File: src/hdl/rtc3w_pkg.sv
// package for the three-wire rtc serial master: types, codes and constants
package rtc3w_pkg;

    localparam int unsigned HALF_PERIOD_WIDTH = 16;
    localparam logic [HALF_PERIOD_WIDTH-1:0] HALF_PERIOD_DEFAULT = 16'd10;

    localparam logic [1:0] OP_TICK  = 2'd0;
    localparam logic [1:0] OP_WRITE = 2'd1;
    localparam logic [1:0] OP_READ  = 2'd2;

    localparam logic [7:0] READ_FLAG = 8'h01;
    localparam logic [7:0] TOP_BIT   = 8'h80;

    localparam logic [3:0] BIT_FIRST_DATA = 4'd8;
    localparam logic [3:0] BIT_LAST       = 4'd15;

    typedef enum logic [1:0] {
        PH_IDLE,
        PH_START,
        PH_HIGH,
        PH_LOW
    } phase_t;

    typedef struct packed {
        logic [1:0] operation;
        logic [7:0] reg_address;
        logic [7:0] write_data;
        logic       data_pin;
    } item_t;

    typedef struct packed {
        logic       clock_pin;
        logic       data_out;
        logic       data_drive;
        logic       chip_enable;
        logic       busy_res;
        logic       access_done;
        logic [7:0] read_value;
    } result_t;

endpackage

File: src/hdl/rtc3w_seq.sv
// bit-level sequencer: one tick per accepted item, result from the next state
module rtc3w_seq
    import rtc3w_pkg::*;
(
    input  logic                         clk,
    input  logic                         rst_n,
    input  logic                         step,
    input  item_t                        item,
    input  logic [HALF_PERIOD_WIDTH-1:0] half_period,
    output result_t                      result
);

    phase_t                       phase_reg, phase_next;
    logic [3:0]                   bit_index_reg, bit_index_next;
    logic [HALF_PERIOD_WIDTH-1:0] tick_count_reg, tick_count_next;
    logic [7:0]                   shift_out_reg, shift_out_next;
    logic [7:0]                   shift_in_reg, shift_in_next;
    logic [7:0]                   write_hold_reg, write_hold_next;
    logic                         clock_level_reg, clock_level_next;
    logic                         enable_level_reg, enable_level_next;
    logic                         is_read_reg, is_read_next;
    logic                         out_level_reg, out_level_next;
    logic                         driving_reg, driving_next;

    logic                         request;
    logic                         tick_done;
    logic                         start_bit;
    logic                         done_tick;
    logic [3:0]                   begin_index;
    logic [7:0]                   out_source;

    assign request   = (item.operation == OP_WRITE) || (item.operation == OP_READ);
    assign tick_done = (tick_count_reg >= half_period);

    // next state
    always_comb
    begin
        phase_next = phase_reg;
        case (phase_reg)
            PH_IDLE:
            begin
                if (request)
                begin
                    phase_next = PH_START;
                end
            end
            PH_START:
            begin
                phase_next = PH_HIGH;
            end
            PH_HIGH:
            begin
                if (tick_done)
                begin
                    phase_next = PH_LOW;
                end
            end
            PH_LOW:
            begin
                if (tick_done)
                begin
                    phase_next = (bit_index_reg >= BIT_LAST) ? PH_IDLE : PH_HIGH;
                end
            end
            default:
            begin
                phase_next = PH_IDLE;
            end
        endcase
    end

    assign start_bit = (phase_reg == PH_START) ||
                       ((phase_reg == PH_LOW) && tick_done && (bit_index_reg < BIT_LAST));
    assign begin_index = (phase_reg == PH_START) ? 4'd0 : bit_index_reg + 4'd1;
    assign out_source  = (begin_index == BIT_FIRST_DATA) ? write_hold_reg : shift_out_reg;

    // datapath
    always_comb
    begin
        bit_index_next    = bit_index_reg;
        tick_count_next   = tick_count_reg;
        shift_out_next    = shift_out_reg;
        shift_in_next     = shift_in_reg;
        write_hold_next   = write_hold_reg;
        clock_level_next  = clock_level_reg;
        enable_level_next = enable_level_reg;
        is_read_next      = is_read_reg;
        out_level_next    = out_level_reg;
        driving_next      = driving_reg;
        done_tick         = 1'b0;

        case (phase_reg)
            PH_IDLE:
            begin
                if (request)
                begin
                    is_read_next      = (item.operation == OP_READ);
                    shift_out_next    = (item.operation == OP_READ) ?
                                        (item.reg_address | READ_FLAG) : item.reg_address;
                    write_hold_next   = item.write_data;
                    bit_index_next    = 4'd0;
                    tick_count_next   = '0;
                    clock_level_next  = 1'b0;
                    enable_level_next = 1'b0;
                    driving_next      = 1'b1;
                end
            end
            PH_HIGH:
            begin
                if (tick_done)
                begin
                    clock_level_next = 1'b0;
                    tick_count_next  = HALF_PERIOD_WIDTH'(1);
                end
                else
                begin
                    tick_count_next = tick_count_reg + HALF_PERIOD_WIDTH'(1);
                end
            end
            PH_LOW:
            begin
                if (!tick_done)
                begin
                    tick_count_next = tick_count_reg + HALF_PERIOD_WIDTH'(1);
                end
                else if (bit_index_reg >= BIT_LAST)
                begin
                    clock_level_next  = 1'b1;
                    enable_level_next = 1'b0;
                    driving_next      = 1'b1;
                    tick_count_next   = '0;
                    done_tick         = 1'b1;
                end
            end
            default:
            begin
                enable_level_next = 1'b1;
            end
        endcase

        // start of one clock bit
        if (start_bit)
        begin
            bit_index_next = begin_index;
            if ((begin_index >= BIT_FIRST_DATA) && is_read_reg)
            begin
                driving_next  = 1'b0;
                shift_in_next = (shift_in_reg >> 1) | (item.data_pin ? TOP_BIT : 8'h00);
            end
            else
            begin
                driving_next   = 1'b1;
                out_level_next = out_source[0];
                shift_out_next = out_source >> 1;
            end
            clock_level_next = 1'b1;
            tick_count_next  = HALF_PERIOD_WIDTH'(1);
        end
    end

    // outputs
    always_comb
    begin
        result.clock_pin   = clock_level_next;
        result.data_out    = out_level_next;
        result.data_drive  = driving_next;
        result.chip_enable = enable_level_next;
        result.busy_res    = (phase_reg != PH_IDLE) || (phase_next != PH_IDLE);
        result.access_done = done_tick;
        result.read_value  = shift_in_next;
    end

    always_ff @(posedge clk or negedge rst_n)
    begin
        if (!rst_n)
        begin
            phase_reg        <= PH_IDLE;
            bit_index_reg    <= '0;
            tick_count_reg   <= '0;
            shift_out_reg    <= '0;
            shift_in_reg     <= '0;
            write_hold_reg   <= '0;
            clock_level_reg  <= 1'b0;
            enable_level_reg <= 1'b0;
            is_read_reg      <= 1'b0;
            out_level_reg    <= 1'b0;
            driving_reg      <= 1'b1;
        end
        else if (step)
        begin
            phase_reg        <= phase_next;
            bit_index_reg    <= bit_index_next;
            tick_count_reg   <= tick_count_next;
            shift_out_reg    <= shift_out_next;
            shift_in_reg     <= shift_in_next;
            write_hold_reg   <= write_hold_next;
            clock_level_reg  <= clock_level_next;
            enable_level_reg <= enable_level_next;
            is_read_reg      <= is_read_next;
            out_level_reg    <= out_level_next;
            driving_reg      <= driving_next;
        end
    end

endmodule

File: src/hdl/three_wire_rtc_serial_master_core.sv
// top level of the three-wire rtc serial master: config register, sequencer, output buffer
// an accepted item's result is registered in the output register, or in the skid register while the output stalls
// throughput: one item per cycle while in_stall is low; the sequencer advances one tick per accepted item
// a two-entry output buffer keeps input accepting for one more item while the output stalls
// reset: asynchronous, active low; sequencer idle with its ce level low and data line driven,
// half period back to RESET_HALF_PERIOD, out_valid low; the output register itself is not reset
module three_wire_rtc_serial_master_core
    import rtc3w_pkg::*;
#(
    parameter logic [HALF_PERIOD_WIDTH-1:0] RESET_HALF_PERIOD = HALF_PERIOD_DEFAULT
)
(
    input  logic                         clk,
    input  logic                         rst_n,

    input  logic                         cfg_valid,
    output logic                         cfg_ready,
    input  logic [HALF_PERIOD_WIDTH-1:0] cfg_data,

    input  logic                         in_valid,
    output logic                         in_stall,
    input  logic [1:0]                   operation,
    input  logic [7:0]                   reg_address,
    input  logic [7:0]                   write_data,
    input  logic                         data_pin,

    output logic                         out_valid,
    input  logic                         out_stall,
    output logic                         clock_pin,
    output logic                         data_out,
    output logic                         data_drive,
    output logic                         chip_enable,
    output logic                         busy_res,
    output logic                         access_done,
    output logic [7:0]                   read_value
);

    logic [HALF_PERIOD_WIDTH-1:0] half_period_reg;
    logic                         in_accept;
    logic                         out_free;
    item_t                        item;
    result_t                      result;
    result_t                      out_reg, out_next;
    result_t                      skid_reg, skid_next;
    logic                         out_valid_reg, out_valid_next;
    logic                         skid_valid_reg, skid_valid_next;

    assign cfg_ready = 1'b1;

    always_ff @(posedge clk or negedge rst_n)
    begin
        if (!rst_n)
        begin
            half_period_reg <= RESET_HALF_PERIOD;
        end
        else if (cfg_valid && cfg_ready)
        begin
            half_period_reg <= cfg_data;
        end
    end

    assign item.operation   = operation;
    assign item.reg_address = reg_address;
    assign item.write_data  = write_data;
    assign item.data_pin    = data_pin;

    assign in_stall  = skid_valid_reg;
    assign in_accept = in_valid && !skid_valid_reg;

    rtc3w_seq u_seq
    (
        .clk         (clk),
        .rst_n       (rst_n),
        .step        (in_accept),
        .item        (item),
        .half_period (half_period_reg),
        .result      (result)
    );

    // output register with skid stage
    assign out_free = !out_valid_reg || !out_stall;

    always_comb
    begin
        out_next        = out_reg;
        out_valid_next  = out_valid_reg;
        skid_next       = skid_reg;
        skid_valid_next = skid_valid_reg;
        if (out_free)
        begin
            if (skid_valid_reg)
            begin
                out_next        = skid_reg;
                out_valid_next  = 1'b1;
                skid_valid_next = 1'b0;
            end
            else if (in_accept)
            begin
                out_next       = result;
                out_valid_next = 1'b1;
            end
            else
            begin
                out_valid_next = 1'b0;
            end
        end
        else if (in_accept)
        begin
            skid_next       = result;
            skid_valid_next = 1'b1;
        end
    end

    always_ff @(posedge clk or negedge rst_n)
    begin
        if (!rst_n)
        begin
            out_valid_reg  <= 1'b0;
            skid_valid_reg <= 1'b0;
        end
        else
        begin
            out_valid_reg  <= out_valid_next;
            skid_valid_reg <= skid_valid_next;
        end
    end

    always_ff @(posedge clk)
    begin
        out_reg  <= out_next;
        skid_reg <= skid_next;
    end

    assign out_valid   = out_valid_reg;
    assign clock_pin   = out_reg.clock_pin;
    assign data_out    = out_reg.data_out;
    assign data_drive  = out_reg.data_drive;
    assign chip_enable = out_reg.chip_enable;
    assign busy_res    = out_reg.busy_res;
    assign access_done = out_reg.access_done;
    assign read_value  = out_reg.read_value;

endmodule
File: config.mk
export PLATFORM = sky130hd
export DESIGN_NAME = three_wire_rtc_serial_master_core
export DESIGN_NICKNAME = d
export VERILOG_FILES = /design/src/hdl/rtc3w_pkg.sv /design/src/hdl/rtc3w_seq.sv /design/src/hdl/three_wire_rtc_serial_master_core.sv
export SDC_FILE = /design/constraint.sdc
export NUM_CORES = 1
export LEC_CHECK = 0
export BUFFER_PORTS_ARGS = -buffer_cell sky130_fd_sc_hd__buf_2
export CELL_PAD_IN_SITES_DETAIL_PLACEMENT = 1
export CELL_PAD_IN_SITES_GLOBAL_PLACEMENT = 2
export CORE_MARGIN = 2
export CORE_UTILIZATION = 38
export DETAILED_ROUTE_END_ITERATION = 10
export MAX_ROUTING_LAYER = met4
export PLACE_DENSITY_LB_ADDON = 0.05
export SKIP_CTS_REPAIR_TIMING = 1
export SKIP_LAST_GASP = 1
export SYNTH_ARGS = -nofsm -noshare
export SYNTH_HDL_FRONTEND = slang
export SYNTH_SLANG_ARGS = --single-unit
File: constraint.sdc
create_clock -name clk -period 3.5 [get_ports clk]
set_clock_uncertainty 0.05 [all_clocks]
set_input_delay 0.7 -clock clk [delete_from_list [all_inputs] [get_ports clk]]
set_output_delay 0.7 -clock clk [all_outputs]
set_load 0.03 [all_outputs]
# After elaboration in Yosys (flattened, before gate mapping)
# Cells that the tools add are included.
# word_totals
reg_bits	97
out_inout_bits	17
# op_classes
add_sub_neg	2
order_cmp	4
eq_ne	8
mux	51
bitwise_logic	2
n_reduce_logical	24
# ops
cell	n
16-bit two-way mux	5
8-bit two-way mux	8
16-bit case mux with 3 select lines	1
14-bit two-way mux	2
1-bit two-way mux	23
16-bit by 1-bit adder with 16-bit output (second input constant)	1
16-bit greater-or-equal comparator	1
4-bit two-way mux	4
2-bit nonzero test	6
4-bit greater-or-equal comparator (second input constant)	2
2-bit two-way mux	4
7-bit by 8-bit bitwise OR with 8-bit output	1
2-bit case mux with 4 select lines	1
2-bit equality test (second input constant)	3
1-bit case mux with 3 select lines	2
3-bit AND reduction	2
4-bit by 1-bit adder with 4-bit output (second input constant)	1
2-bit by 1-bit equality test with 1-bit output (second input constant)	2
4-bit equality test (second input constant)	1
1-bit logical AND	4
1-bit logical OR	4
4-bit less-than comparator (second input constant)	1
4-bit inequality test (second input constant)	1
2-bit AND reduction	2
other kinds (7)	9

# Logic depth before layout (Yosys ltp)
# Gate-level depths: netlist of run 1.
# depth
word_depth	8
ltp_mapped	10
ltp_nobuf	8

# Cells and area by module
# From an unflattened synthesis of run 1, not the netlist that was laid out.
# hier_totals
cells_unflattened	430
hier_area_um2	5117.4
# modules_own_cells
module	instances	cells_per_inst	area_each_um2
rtc3w_seq	1	343	3315.7
three_wire_rtc_serial_master_core	1	87	1801.7

# Least setup slack after synthesis of run 1
# OpenSTA, ideal clock, no wires.
# synth_timing
kind	input -> register
start	input port operation[0]
end	register u_seq.tick_count_reg[14]
t_arrival_ps	2435
t_required_ps	3372
setup_slack_ps	937
stages	7
n_path_buf	0
cell_sequence	inv_1 > ha_1 > a21oi_2 > o21ai_2 > or4_4 > or4_1 > a21oi_1
# synth_via
elab_chain_len	4
# synth_lines
item	line	source
from (decl)	three_wire_rtc_serial_master_core.sv:22	input logic [1:0] operation,
2-bit by 1-bit equality test with 1-bit output / 2-bit equality test (equally long branches)	rtc3w_seq.sv:32	assign request = (item.operation == OP_WRITE) || (item.operation == OP_READ);
1-bit logical OR (*)	rtc3w_seq.sv:32	
3-bit by 1-bit inequality test with 1-bit output (no line) (*)	n/a	
4-bit AND reduction (no line) (*)	n/a	
to (signal assigned)	rtc3w_seq.sv:193	tick_count_reg <= tick_count_next;
to (decl)	rtc3w_seq.sv:15	logic [HALF_PERIOD_WIDTH-1:0] tick_count_reg, tick_count_next;
# Mark *: on every way between the ends. The rest lies on a longest branch, timed or not.
# A chain may end at the register's enable or synchronous reset.

# Worst setup path in the final report of run 1
# layout_timing
start	register u_seq.tick_count_reg[0]
end	register out_reg (netlist bit data_drive) (data pin)
# layout_via
elab_chain_len	7
# layout_lines
item	line	source
16-bit greater-or-equal comparator (*)	rtc3w_seq.sv:33	assign tick_done = (tick_count_reg >= half_period);
branches (longest 3 deep; another with 1-bit case mux with 2 select lines)	n/a	
1-bit two-way mux (*)	rtc3w_seq.sv:142	if (start_bit)
14-bit two-way mux (*)	three_wire_rtc_serial_master_core.sv:97	else if (in_accept)
14-bit two-way mux (*)	three_wire_rtc_serial_master_core.sv:91	if (skid_valid_reg)
to (signal assigned)	three_wire_rtc_serial_master_core.sv:130	out_reg <= out_next;
to (decl)	three_wire_rtc_serial_master_core.sv:43	result_t out_reg, out_next;
# Mark *: on every way between the ends. The select of a mux whose other input is x is not followed.

==> results of run 1 <==
-- cells by family (layout without fill, tap and decap cells) --
kind of cell	after synthesis	count (layout)	share of synthesized area
adders and majority gates	24	24	0.05753
AOI/OAI and AO/OA	126	126	0.1589
and+or+nand+nor	186	186	0.1834
xor gates and xnor gates	2	2	0.003356
DFF	97	97	0.4926
buffers and inverters	46	106	0.03859
muxes	31	31	0.06496
other	1	1	0.0007184
-- synthesized netlist by cell type (all sizes together), types with 2 or more instances --
cell type,n,share of area
nand2,67,0.048
dfrtp,66,0.32
nor2,34,0.025
a21oi,33,0.032
o21ai,32,0.031
edfxtp,28,0.16
ha,24,0.058
mux2,23,0.050
inv,21,0.015
nand3,20,0.020
o31ai,16,0.026
clkbuf,15,0.011
or4,13,0.019
a31oi,12,0.014
buf,9,0.012
nand2b,9,0.012
mux2i,8,0.015
nor3,8,0.011
a221o,7,0.013
nand4,5,0.0060
and2,4,0.0053
nor2b,4,0.0048
nor4,4,0.0060
or3,4,0.0048
and3,3,0.0036
dfstp,3,0.015
nor3b,3,0.0043
o21bai,3,0.0043
o41ai,3,0.0050
a211oi,2,0.0029
a22oi,2,0.0029
and4,2,0.0038
o211ai,2,0.0029
o21a,2,0.0029
or2,2,0.0024
xnor2,2,0.0034
-- routing by layer --
layer	part of all wire	vias up
li1	-	1997
met3	0.021	16
met1	0.47	2044
met5	0	-
met4	0.021	0
met2	0.49	52
-- power groups by stage --
stage	logic (W)	clock network (W)	registers, W
final	0.00122	0.00110	0.00152
after global routing	0.00136	0.00117	0.00154
after CTS	0.00123	0.00112	0.00152
after detailed placement	0.00122	0	0.00154
after global placement	0.00119	0	0.00153
after floorplan	0.000812	0	0.00156
-- worst max-delay path, stage by stage (launching register included) --
cell and delay (ns):
sky130_fd_sc_hd__dfrtp_1 0.41, sky130_fd_sc_hd__inv_1 0.10, sky130_fd_sc_hd__ha_1 0.27, sky130_fd_sc_hd__nand2b_1 0.14
sky130_fd_sc_hd__a2111o_1 0.44, sky130_fd_sc_hd__nand4_1 0.20, sky130_fd_sc_hd__nand3_1 0.37, sky130_fd_sc_hd__a311oi_1 0.58
sky130_fd_sc_hd__o31ai_1 0.10
-- final cells by class --
type | count | area, sq um
repair buffers | 68 | 385.4
clock buffers | 10 | 239.0
multi-input cells | 370 | 2456
flip-flops and latches | 97 | 2571
fillers | 1522 | 7302
inverters | 22 | 82.58
clock inverters | 6 | 91.34
well taps | 176 | 220.2
-- final timing paths --
kind,end,cells past startpoint
min,u_seq.tick_count_reg[2],1
max reg2reg,data_drive,8
max,data_drive,8
min in group clk,u_seq.shift_in_reg[0],1
min reg2reg,u_seq.shift_in_reg[0],1
max in group asynchronous,half_period_reg[1],2
-- through the flow --
step                      setup slack [ns]    util  hold slack [ns]
final                               0.5766  0.4529           0.3916
after global routing                0.3609  0.4529           0.4510
after CTS                           0.5463  0.4529           0.4160
after detailed placement            0.5918  0.4282           0.4418
after global placement              0.6856  0.4282           0.4235
after floorplan                     0.9370       -           0.3544
==> Flow_metrics.wiki, run 1 <==
{| class="wikitable"
! Metric !! Value
|-
| Post-route setup TNS || 0 ns
|-
| Clock tree from TritonCTS || done
|-
| Vias in the first global route || around 4,400
|-
| Number of iterations in the first detailed-routing pass || 4
|-
| F_max || between 300 and 400 MHz
|-
| Source-to-sink clock delay at the later pin of the worst-skew pair || between 0.3 and 0.4 ns
|-
| Max-slew violations || 0
|-
| Run status || finished, final reports clean
|-
| Number of antenna cells inserted || 0
|-
| Net count after synthesis || roughly 580
|-
| Largest fanout on the critical path || 9
|-
| Commonest non-fill, non-tap cells in the layout || sky130_fd_sc_hd__nand2_1 (67), sky130_fd_sc_hd__dfrtp_1 (66), sky130_fd_sc_hd__buf_2 (55), sky130_fd_sc_hd__nor2_1 (33), sky130_fd_sc_hd__a21oi_1 (32)
|-
| Iteration-0 DRC Markers || 199
|-
| Starting utilization of the core area || 0.3911
|-
| Count of different cell masters after synthesis || 70
|-
| Final number of hold-violating endpoints || 0
|-
| Largest vdd supply drop || between 0.2 and 0.25 mV
|-
| Portion of total power attributed to sequential cells || 0.395
|-
| Switching Fraction || 0.3516
|-
| Sequential share of the synthesized area || 0.4926
|-
| GPL Wtd Cong || ~0.85
|-
| Fin crit period || between 2 and 3 ns
|-
| Total placed cells including tap cells || 733
|-
| Critical R2R Launch || u_seq.tick_count_reg[0]
|-
| Power share of the combinational group || 0.318
|-
| Clock sink count || 97
|-
| Netlist area before placement || around 0.0052 sq mm
|-
| Power Dens Cells || between 600 and 700 mW/mm^2
|-
| Number of standard cells after synthesis || 513
|-
| Met1 routing resource usage after global routing || 0.2547
|-
| Ratio of routed vias to standard cells || between 5 and 6
|-
| Cell internal pwr || about 0.0025 W
|-
| Clock H-tree levels || 3
|-
| IO Pins || between 50 and 60
|-
| Routed wire length || 13,450 microns
|-
| Worst reg2reg setup slack || 0.58 ns
|-
| Portion of the clock cycle consumed by the worst path in the final layout || 0.8352
|-
| Die W || 121.2 microns
|-
| First-pass GRT wire length || about 23,000 microns
|-
| Number of failing setup endpoints in the final timing report || 0
|-
| Met2 capacity usage during global routing || 0.3406
|-
| Core Footprint || between 0.01 and 0.015 sq mm
|-
| Arrival time reported for the critical path endpoint || just under 3 ns
|-
| Layout Cells excl Fill || 749
|-
| Die area || 0.01469 sq mm
|-
| DRC violation count after routing || 0
|-
| Largest net degree at the start of global routing || 39
|-
| I/O Buffers || between 50 and 60
|-
| Normalized max-slew margin || 0.4289
|-
| Combined global-route utilization of all metal layers || 0.2042
|-
| Fraction of synthesis flops using an asynchronous set or reset pin || 0.7113
|-
| Path class of the lowest-slack min-delay path || input pin to asynchronous set/reset pin
|-
| Layout overhead on the synthesized area || 15.82%
|-
| Unrepaired setup endpoints after global routing || no
|-
| Leading cell type in the layout, fill and taps excluded || sky130_fd_sc_hd__nand2_1
|-
| Inserted Clock Buffers || 9
|-
| Initial antenna violation count || 0
|-
| Most used routing layer in global routing || met2
|-
| Reported max-cap violation count || 0
|-
| Avg WL per Cell || ~18 microns
|-
| Final std cell area, no fill || between 0.006 and 0.007 sq mm
|-
| Vertical die dimension || 121.2 microns
|-
| Root Buffer || sky130_fd_sc_hd__clkbuf_16
|-
| Leakage power of the design || around 2.6 nW
|-
| Worst setup path startpoint || u_seq.tick_count_reg[0]
|-
| Share of cells above drive strength 1 || 0.1972
|-
| Buffer depth of the longest clock path || 2
|-
| Number of storage elements in the synthesis netlist || between 90 and 100
|-
| Placed cell area || about 0.0057 sq mm
|-
| Yosys warns || 0
|-
| Clock group share of total power || 0.287
|-
| Kind of launch point of the worst setup path || flop
|-
| Crit Path Class || flop to flop
|-
| Main synth FF type || sky130_fd_sc_hd__dfrtp_1
|-
| Nets || approximately 630
|-
| Antenna-violating nets left || 0
|-
| Average size of a mapped cell || between 10 and 15 sq um
|-
| Congestion Overflow GR || 0
|-
| Net switching power || ~0.0014 W
|-
| CTS clk-pin slew, worst paths || 0.07 ns
|-
| Crit path required time || ~3.6 ns
|-
| Total power after layout || between 0.003 and 0.004 W
|-
| Row cnt || between 40 and 50
|-
| Post-synth EDFFs || 28
|-
| GR met3 Demand/Resource || 0.02632
|-
| Crit path capture type || flop
|-
| Dpl hpwl || between 9000 and 10,000 microns
|-
| Slew of the pin with the lowest slew margin || around 0.86 ns
|-
| Vias after detailed routing || slightly above 4,000
|}
No activity file was read; power rests on OpenSTA's default activity.
==> run 2: changes to the inputs <==
--- a/config.mk
+++ b/config.mk
@@ -9,7 +9,7 @@
 export CELL_PAD_IN_SITES_DETAIL_PLACEMENT = 1
 export CELL_PAD_IN_SITES_GLOBAL_PLACEMENT = 2
 export CORE_MARGIN = 2
-export CORE_UTILIZATION = 38
+export CORE_UTILIZATION = 34
 export DETAILED_ROUTE_END_ITERATION = 10
 export MAX_ROUTING_LAYER = met4
 export PLACE_DENSITY_LB_ADDON = 0.05
==> constraint.sdc (replaced) <==
create_clock -name clk -period 2.5 [get_ports clk]
set_clock_uncertainty 0.05 [all_clocks]
set_input_delay 0.5 -clock clk [delete_from_list [all_inputs] [get_ports clk]]
set_output_delay 0.5 -clock clk [all_outputs]
set_load 0.03 [all_outputs]
==> run 2 against run 1 <==
Effect of this change:
- the flow now finishes with violations (setup timing)
- highest routed layer unchanged
- core utilization increased by 0.13 points
- clock-buffer cell count stayed put
- critical endpoint is now data_out
- global-route usage is 1.5 points lower
- setup slack got worse by 0.64 ns
- via count grew 8.0%
- fmax is 14% higher
- critical path depth unchanged
- clock power rose by 22%
==> Flow_metrics.wiki, run 2 (synthesis results as in run 1) <==
{| class="wikitable"
! Metric !! Value
|-
| Unrepaired setup endpoints after global routing || yes
|-
| Clock tree from TritonCTS || done
|-
| Dpl hpwl || 10,520 microns (+7.4%)
|-
| Worst setup path startpoint || u_seq.tick_count_reg[15]
|-
| Normalized max-slew margin || 0.6664 (+0.2375)
|-
| Power Dens Cells || 825.7 mW/mm^2 (+30%)
|-
| IO Pins || 57 (unchanged)
|-
| Routed wire length || 14,510 microns (+7.9%)
|-
| CTS clk-pin slew, worst paths || 0.07 ns (about the same)
|-
| R2R Path End || data_out
|-
| Number of failing setup endpoints in the final timing report || 33 (+33)
|-
| Largest stage delay on the critical path || 0.43 ns (-0.15 ns)
|-
| Cell depth of the worst flop-to-flop path || 8 (unchanged)
|-
| Leading cell type in the layout, fill and taps excluded || sky130_fd_sc_hd__buf_4
|-
| Root Buffer || sky130_fd_sc_hd__clkbuf_16
|-
| Congestion Overflow GR || 0 (unchanged)
|-
| Combined global-route utilization of all metal layers || 0.1894 (-0.01485)
|-
| Inserted Clock Buffers || 9 (unchanged)
|-
| CP Capture Point || data_out
|-
| Path class of the lowest-slack min-delay path || input pin to asynchronous set/reset pin
|-
| Number of buffers and inverters on the critical path || 1 (unchanged)
|-
| Portion of the clock cycle consumed by the worst path in the final layout || 1.027 (+0.1917)
|-
| Arrival time reported for the critical path endpoint || 2.62 ns (-0.35 ns)
|-
| Minimum setup slack in the final design || -0.06728 ns (-0.6439 ns)
|-
| Vertical die dimension || 127.9 microns (+5.5%)
|-
| Number of gates on the worst path with buffers counted || 8 (unchanged)
|-
| Met2 WL || 7299 microns (+11%)
|-
| Kind of launch point of the worst setup path || flop
|-
| Die W || 127.9 microns (+5.5%)
|-
| CP top delay family || simple AND/OR/NAND/NOR gates
|-
| Layout Cells excl Fill || 828 (+11%)
|-
| Run status || finished, violations left
|-
| Buffer depth of the longest clock path || 2 (unchanged)
|-
| Dpl ws || -0.2072 ns (-0.7990 ns)
|-
| Vias after detailed routing || 4,436 (+8.0%)
|-
| Leakage power of the design || 2.955 nW (+13%)
|-
| Worst reg2reg setup slack || -0.07 ns (-0.64 ns)
|-
| Cells traversed along the worst timing path || ha_4 > nand4_1 > nor3_2 > nand4_1 > buf_4 > and3_4 > or4_1 > o311a_1
|-
| Layout overhead on the synthesized area || 31.30%
|-
| Library cell contributing the largest single delay on the critical path || sky130_fd_sc_hd__dfrtp_1
|-
| Row cnt || 45 (+7.1%)
|-
| Initial antenna violation count || 0 (unchanged)
|-
| Largest vdd supply drop || 0.3851 mV (+62%)
|-
| Avg WL per Cell || 17.52 microns (-2.4%)
|-
| Clock sink count || 97 (unchanged)
|-
| Fin crit period || 2.567 ns (-0.3561 ns)
|-
| Clock H-tree levels || 3 (unchanged)
|-
| GPL Wtd Cong || 0.8235 (-3.5%)
|-
| Vias in the first global route || 4,604 (+4.3%)
|-
| Ratio of routed vias to standard cells || 5.357 (-2.3%)
|-
| Crit path required time || 2.55 ns (-1.00 ns)
|-
| Critical R2R Launch || u_seq.tick_count_reg[15]
|-
| Crit Path Class || flop to flop
|-
| Die area || 0.01636 sq mm (+11%)
|-
| Met3 routed WL || 242 microns (-15%)
|-
| Max-slew violations || 0 (unchanged)
|-
| Antenna-violating nets left || 0 (unchanged)
|-
| Slew of the pin with the lowest slew margin || 0.5004 ns (-0.3563 ns)
|-
| Violations in the final reports || setup timing
|-
| Number of fill cells || 1,696 (+11%)
|-
| Topmost layer with routed signal wires || met4
|-
| Iteration-0 DRC Markers || 222 (+12%)
|-
| Nets || 699 (+11%)
|-
| Core Footprint || 0.01509 sq mm (+13%)
|-
| Starting utilization of the core area || 0.3459 (-0.04514)
|-
| Routed length on met1 || 6704 microns (+6.1%)
|-
| Reported max-cap violation count || 0 (unchanged)
|-
| Most used cell along the critical path || sky130_fd_sc_hd__nand4_1
|-
| Final number of hold-violating endpoints || 0 (unchanged)
|-
| I/O Buffers || 55 (unchanged)
|-
| F_max || 389.5 MHz (+14%)
|-
| Number of antenna cells inserted || 0 (unchanged)
|-
| DRC violation count after routing || 0 (unchanged)
|-
| Source-to-sink clock delay at the later pin of the worst-skew pair || 0.35 ns (about the same)
|-
| Total placed cells including tap cells || 806 (+10%)
|-
| Commonest non-fill, non-tap cells in the layout || sky130_fd_sc_hd__buf_4 (69), sky130_fd_sc_hd__nand2_1 (66), sky130_fd_sc_hd__dfrtp_1 (66), sky130_fd_sc_hd__buf_2 (55), sky130_fd_sc_hd__nor2_1 (32)
|-
| Number of iterations in the first detailed-routing pass || 4 (unchanged)
|-
| First-pass GRT wire length || 23,630 microns (+3.8%)
|-
| Largest fanout on the critical path || 4 (-5)
|-
| Largest net degree at the start of global routing || 70 (+79%)
|-
| Share of cells above drive strength 1 || 0.3438 (+0.1465)
|-
| Crit path capture type || flop
|}
-- run 2: worst min-delay path by stage --
stage | startpoint | to | slack [ns] | cells past startpoint
final | rst_n | half_period_reg[10] | 0.10 | 2
after detailed placement | u_seq.shift_in_reg[0] | u_seq.shift_in_reg[0] | 0.43 | 1
after CTS | rst_n | half_period_reg[10] | 0.14 | 2
after global placement | u_seq.shift_in_reg[0] | u_seq.shift_in_reg[0] | 0.42 | 1
after floorplan | rst_n | half_period_reg[0] | 0.15 | 0
after global routing | rst_n | half_period_reg[8] | 0.15 | 2
-- run 2: where the power goes --
| group | total, W | switching (W) | internal, W |
|---|---|---|---|
| clock | 0.00134 | 0.000655 | 0.000680 |
| sequential | 0.00211 | 0.000156 | 0.00195 |
| combinational | 0.00221 | 0.00122 | 0.000996 |
-- run 2: worst reg2reg max path, cell delays in order (launching register included) --
cell                      delay, ns
sky130_fd_sc_hd__dfrtp_1       0.43
sky130_fd_sc_hd__ha_4          0.29
sky130_fd_sc_hd__nand4_1       0.15
sky130_fd_sc_hd__nor3_2        0.31
sky130_fd_sc_hd__nand4_1       0.21
sky130_fd_sc_hd__buf_4         0.21
sky130_fd_sc_hd__and3_4        0.15
sky130_fd_sc_hd__or4_1         0.39
sky130_fd_sc_hd__o311a_1       0.13
-- run 2: layout make-up --
class / count / area [sq um] / area share
Tap cell: 188 / 235.2 / 0.03432
Sequential cell: 97 / 2571 / 0.3751
Inverter: 22 / 82.58 / 0.01205
Clock inverter: 6 / 45.04 / 0.006572
Timing Repair Buffer: 135 / 952.2 / 0.1389
Clock buffer: 10 / 229.0 / 0.03341
Multi-Input combinational cell: 370 / 2739 / 0.3996
-- run 2: through the flow --
stage / power, W / setup TNS (ns) / area, sq um / hold slack [ns] / utilization
finish: 0.005659 / -0.9040 / 6854 / 0.1002 / 0.4542
global route: 0.006032 / -6.526 / 6854 / 0.1522 / 0.4542
CTS: 0.005523 / -6.448 / 6487 / 0.1354 / 0.4299
detailed placement: 0.004171 / -5.392 / 6213 / 0.4324 / 0.4118
global placement: 0.004092 / -1.468 / 6213 / 0.4182 / 0.4118
floorplan: 0.003316 / 0 / 5220 / 0.1544 / -
-- run 2: per-layer routing --
layer	vias up	GRT usage
li1	2135	-
met1	2243	0.2376
met2	41	0.3187
met4	0	0.06399
met3	17	0.02295
met5	-	-
